[config.mk]
export PLATFORM = sky130hd
export DESIGN_NAME = hgc_ctrl
export DESIGN_NICKNAME = d
export VERILOG_FILES = /design/src/hw/rtl/hgc_pkg.sv /design/src/hw/rtl/hgc_ctrl.sv
export SDC_FILE = /design/constraint.sdc
export NUM_CORES = 1
export LEC_CHECK = 0
export ABC_CLOCK_PERIOD_IN_PS = 1600
export BUFFER_PORTS_ARGS = -buffer_cell sky130_fd_sc_hd__buf_4
export CORE_AREA = 2 2 39 41
export CTS_CLUSTER_DIAMETER = 150
export DETAILED_ROUTE_END_ITERATION = 10
export DIE_AREA = 0 0 41 43
export GPL_TIMING_DRIVEN = 0
export PLACE_DENSITY = 0.36
export SLEW_MARGIN = 20
export SYNTH_ARGS = -nofsm -noshare
export SYNTH_HDL_FRONTEND = slang
export SYNTH_SLANG_ARGS = --single-unit
[constraint.sdc]
create_clock -name clk_i -period 1.6 [get_ports clk_i]
set_input_delay 0.24 -clock clk_i [delete_from_list [all_inputs] [get_ports clk_i]]
set_output_delay 0.24 -clock clk_i [all_outputs]
set_load 0.005 [all_outputs]
[src/hw/rtl/hgc_pkg.sv]
// Package for the coupled hardcore-model Glauber step block.
// Holds the item, result, configuration and command types, and fixed widths.
// No dependencies; used by hgc_ctrl, hgc_datapath and the top level.
package hgc_pkg;

  // Field widths of the items and registers.
  localparam int unsigned ROW_W    = 6;
  localparam int unsigned COL_W    = 6;
  localparam int unsigned WORD_W   = 32;
  localparam int unsigned SIDE_W   = 7;
  localparam int unsigned THRESH_W = 33;
  localparam int unsigned COUNT_W  = 13;
  localparam int unsigned STEP_W   = 48;

  // Request codes carried in req_type.
  localparam logic REQ_RESTART = 1'b0;
  localparam logic REQ_UPDATE  = 1'b1;

  // Configuration register indexes.
  localparam int unsigned CFG_IDX_W = 2;
  localparam logic [CFG_IDX_W-1:0] CFG_SIDE   = 2'd0;
  localparam logic [CFG_IDX_W-1:0] CFG_THRESH = 2'd1;

  // Register values after reset.
  localparam logic [SIDE_W-1:0]   SIDE_RESET   = 7'd64;
  localparam logic [THRESH_W-1:0] THRESH_RESET = 33'h0_8000_0000;

  // One input item.
  typedef struct packed {
    logic              req_type;
    logic [ROW_W-1:0]  row;
    logic [COL_W-1:0]  col;
    logic [WORD_W-1:0] random_word;
  } hgc_in_t;

  // One result item.
  typedef struct packed {
    logic [COUNT_W-1:0] diff_count;
    logic               coupled;
    logic [STEP_W-1:0]  step_count;
    logic               bad_coordinate;
  } hgc_out_t;

  // Configuration register contents.
  typedef struct packed {
    logic [SIDE_W-1:0]   side;
    logic [THRESH_W-1:0] occupy_threshold;
  } hgc_cfg_t;

  // Commands from the controller to the datapath.
  typedef struct packed {
    logic capture;      // item accepted: latch it, read the rows above and below
    logic read_center;  // read the row of the chosen cell
    logic execute;      // apply restart or update to grids and counters
    logic emit;         // load the result register
  } hgc_cmd_t;

endpackage

[src/hw/rtl/hgc_ctrl.sv]
// Controller state machine of the coupled Glauber step block.
// Sequences capture, row reads, execution and result hand-off; owns out valid.
// Depends on hgc_pkg for the command struct.
module hgc_ctrl (
  input  logic              clk_i,
  input  logic              rst_ni,
  input  logic              in_valid_i,
  output logic              in_stall_o,
  output logic              out_valid_o,
  input  logic              out_stall_i,
  output hgc_pkg::hgc_cmd_t cmd_o
);

  localparam logic [1:0] ST_IDLE = 2'd0;
  localparam logic [1:0] ST_READ = 2'd1;
  localparam logic [1:0] ST_EXEC = 2'd2;
  localparam logic [1:0] ST_DONE = 2'd3;

  logic [1:0] state_q, state_d;
  logic       out_valid_q, out_valid_d;
  logic       out_free;

  // The result register is free when empty or being taken this cycle.
  assign out_free = !out_valid_q || !out_stall_i;

  // Next state and commands.
  always_comb begin
    state_d = state_q;
    cmd_o   = '0;
    case (state_q)
      ST_IDLE: begin
        if (in_valid_i) begin
          cmd_o.capture = 1'b1;
          state_d       = ST_READ;
        end
      end
      ST_READ: begin
        cmd_o.read_center = 1'b1;
        state_d           = ST_EXEC;
      end
      ST_EXEC: begin
        cmd_o.execute = 1'b1;
        state_d       = ST_DONE;
      end
      ST_DONE: begin
        if (out_free) begin
          cmd_o.emit = 1'b1;
          state_d    = ST_IDLE;
        end
      end
      default: begin
        state_d = ST_IDLE;
      end
    endcase
  end

  // Result valid is set on emit and cleared when the item is taken.
  always_comb begin
    out_valid_d = out_valid_q;
    if (cmd_o.emit) begin
      out_valid_d = 1'b1;
    end else if (!out_stall_i) begin
      out_valid_d = 1'b0;
    end
  end

  always_ff @(posedge clk_i or negedge rst_ni) begin
    if (!rst_ni) begin
      state_q     <= ST_IDLE;
      out_valid_q <= 1'b0;
    end else begin
      state_q     <= state_d;
      out_valid_q <= out_valid_d;
    end
  end

  assign in_stall_o  = (state_q != ST_IDLE);
  assign out_valid_o = out_valid_q;

endmodule

# Word level (Yosys, flattened, before mapping)
# Index checks and enable logic that the tools add are counted.
# classes
reduce_logical,6
muxes,11
n_eq_ne,6
# ops
op,n
two-way mux 1 bit,8
one-hot mux 2 bit (4 select lines),1
"== test 2 bit, second input constant",2
two-way mux 2 bit,2
"inequality test 2 bit, second input constant",2
"== test 2 x 1 -> 1 bit, second input constant",1
logical NOT 1 bit,2
logical NOT 2 bit,1
"inequality test 2 x 1 -> 1 bit, second input constant",1
AND reduction 2 bit,1
nonzero test 2 bit,1
logical OR 1 bit,1
# word_totals
output_inout_bits,6
inputBits,4
word_cells,25
register_bits,3

# Logic depth before layout (Yosys ltp)
# logic_depth
ltp_word,5
mapped_depth,5
mapped_depth_nobuf,5

# Worst setup path before layout
# Ideal clock, no wire load.
# synth_path
kind,register to register
startpoint,register state_q[0]
endpoint,register state_q[1]
arrival_ps,1170
n_path_buf,0
setup_time_ps,125
slack_ps,305
path_stages_with_launch,6
synth_period_minus_slack_ps,1295
t_required_ps,1475
path_cell_list,dfrtp_1 -> inv_1 -> ha_1 -> inv_2 -> o21ai_4 -> mux2_4
# synth_via
elab_chain_len,3
elab_cells_between_ends,8
classes_between,eq/ne: 5; mux: 1; reduce/logical: 2
# synth_rtl
item,line_no,source
from (decl),hgc_ctrl.sv:19,"logic [1:0] state_q, state_d;"
from (signal assigned),hgc_ctrl.sv:72,state_q <= state_d;
== test 2 bit or logical NOT 2 bit (tied branches),hgc_ctrl.sv:30,case (state_q)
inequality test 2 bit (no line),n/a,
AND reduction 2 bit (no line),n/a,
# Several ways; a longest one is shown, not always the timed one.
# A chain may end at the register's enable or synchronous reset.

==> out/qor.yml <==
timing:
  period_minus_slack_ns: 1.50
  tns_ns: 0
  skew_ns: 0.00192
  fin_crit_sh: 0.934
  setup_viol_count_final: 0
  slew_violations: 0
  rsz0062_at_grt: "no"
  worstMarginPinSlew_ns: 0.119
  hold_viol_final: 0
  relSlewSlack: 0.918
  max_freq_mhz: 669
floorplanning:
  rows: 14
  pin_count: 10
  initial_utilization: 0.168
  die_w_um: 41
  dieArea_um2: 1760
  core_um2: 1380
  die_h_um: 43
worst_setup_path:
  cp_max_fo: 3
  cpPeakStageDelay_ns: 0.40
  crit_top_cell: "buf_4"
  crit_buf_inv: 2
  slowest_stage: "dfrtp_1"
  end_kind: "output pin"
  start_kind: "flip-flop"
  crit_chain: "ha_1 -> a21boi_0 -> buf_4 -> buf_4"
  cp_top_family: "flip-flops"
  crit_type: "reg -> out"
  cp.required_ns: 1.36
  arrival_ns: 1.26
global_routing:
  grt-ovfl-total: 0
  grt_pass1_wl_um: 614
  grt_pass1_vias: 165
  grt_start_max_net_pins: 5
  antenna_found_initial: 0
  grtUsageTotal: 0.0633
placement:
  dp_hpwl_um: 331
  io_buffers: 9
  gp_congestion: 0.655
logic_synthesis:
  yosysUniqueCellTypes: 13
  yosys.area.top_type: "dfrtp_1"
  synth-async-reset-ratio: 1.00
  ys_seq_elements: 3
  post_synth.cell_area_avg_um2: 11.6
  synth_edf_count: 0
  syn_inst: 20
  yosysWarnings: 0
  synth_area_leaders: "dfrtp_1, ha_1, o21ai_4, mux2_4, mux2i_1"
  yosysSeqAreaShare: 0.323
  netlist_area_um2: 233
  synth_most_common_cell: "ha_1"
  synth_top_area_frac: 0.323
  ys_top_cells_by_count: "ha_1, dfrtp_1, inv_1"
  syn_nets: 29
  synth-main-ff-cell: "dfrtp_1"
power:
  vdd_drop_max_v: 0.000631
  power_density_nw_per_um2: 1890
  p_leak_nw: 0.187
finish:
  area_growth_pct: 53.2
  fin_util: 0.258
  drive_gt1_frac: 0.500
  nNetsFinal: 44
  antenna_cells: 0
clocking:
  clk-insertion-delay-late_ns: 0.23
  cts_root_buf: "clkbuf_4"
  numCtsBuffers: 3
  post_cts_buffers: 0
  cts_tree: "done"
  cts_max_path_buffers: 2
  clk_pin_slew_ns: 0.03
  cts.htree.levels: 1
  cts.sinks: 3
drt:
  drt_pass1_iterations: 1
  initialDrtViolationCount: 0
  wl_per_cell_um: 8.52
  vias_per_cell: 3.64
  ant_nets: 0
  via_count: 182
  post-route-drc-count: 0
  wl_um: 426
flow_run:
  maxCapViolCount: 0
worst_hold_path:
  min_path_type: "in -> reg"
outcome:
  status: "complete, no violations"
==> placed cells by master, fill, tap and decap left out <==
cell           instances
mux2i_1                1
nand3_2                1
inv_2                  1
inv_1                  2
dfrtp_1                3
clkbuf_1               1
and2_1                 1
o21ai_4                1
a21boi_0               1
nor2_1                 1
dlygate4sd3_1          1
mux2_4                 1
ha_1                   5
buf_4                 10
a21o_1                 1
clkbuf_4               3
==> path summary, 6_finish.rpt <==
path / startpoint / to / slack, ns / depth (start not counted)
max: state_q[0] / cmd_o[0] / 0.10 / 4
min: out_stall_i / out_valid_o / 0.25 / 2
max reg2reg: state_q[0] / state_q[1] / 0.23 / 5
min reg2reg: out_valid_o / out_valid_o / 0.56 / 1
max in group asynchronous: rst_ni / out_valid_o / 1.17 / 2
min in group asynchronous: rst_ni / state_q[1] / 0.33 / 2
==> stage by stage <==
step / hold slack (ns) / total power, mW / setup slack [ns] / area, um2 / cells
3_3_place_gp: 0.0290 / 0.543 / 0.231 / 320 / 45
3_5_place_dp: 0.0306 / 0.549 / 0.217 / 320 / 45
4_1_cts: 0.244 / 0.695 / 0.0884 / 357 / 50
6_report: 0.250 / 0.673 / 0.105 / 357 / 50
2_1_floorplan: -0.0556 / 0.394 / 0.305 / 233 / 20
5_1_grt: 0.251 / 0.740 / 0.0166 / 357 / 50
==> report_power, final <==
group	leakage, nW	internal, mW	switching (mW)
Combinational	0.136	0.228	0.154
Clock	0.0150	0.0934	0.0390
Sequential	0.0358	0.118	0.0418
==> flip-flops by register name, summed over array words and instances, names as in the netlist <==
| register | flops |
|---|---|
| out_valid_o | 1 |
| state_q | 2 |
==> final cells by class <==
class	count	area [um2]
Multi-Input combinational cell	13	139
Timing Repair Buffer	10	77.6
Clock buffer	4	26.3
Sequential cell	3	75.1
Fill cell	151	1030
Tap cell	16	20.0
Buffer	1	7.51
Inverter	3	11.3
==> worst reg2reg max path: stages (launching register included) <==
cell     delay [ns]
dfrtp_1        0.40
inv_1          0.13
ha_1           0.19
inv_2          0.06
o21ai_4        0.17
mux2_4         0.31
==> metal layers <==
metal | track usage | part of all wire
met5 | 0 | 0
met4 | 0.140 | 0.089
met3 | 0 | 0.085
met2 | 0.0750 | 0.42
met1 | 0.0579 | 0.40
==> kinds of logic (layout without fill, tap and decap cells) <==
family,after synthesis,count (layout),synth area share
AOI/OAI and AO/OA,3,3,0.134
adders and majority gates,5,5,0.269
buffers and inverters,4,18,0.0807
DFF,3,3,0.323
muxes,2,2,0.108
and+or+nand+nor,3,3,0.0860
==> what timing repair did <==
item,CTS,global route
hold endpoints to repair,3,0
hold buffers,1,0
gates resized for setup,0,0
Power figures use the tool's default switching activity.
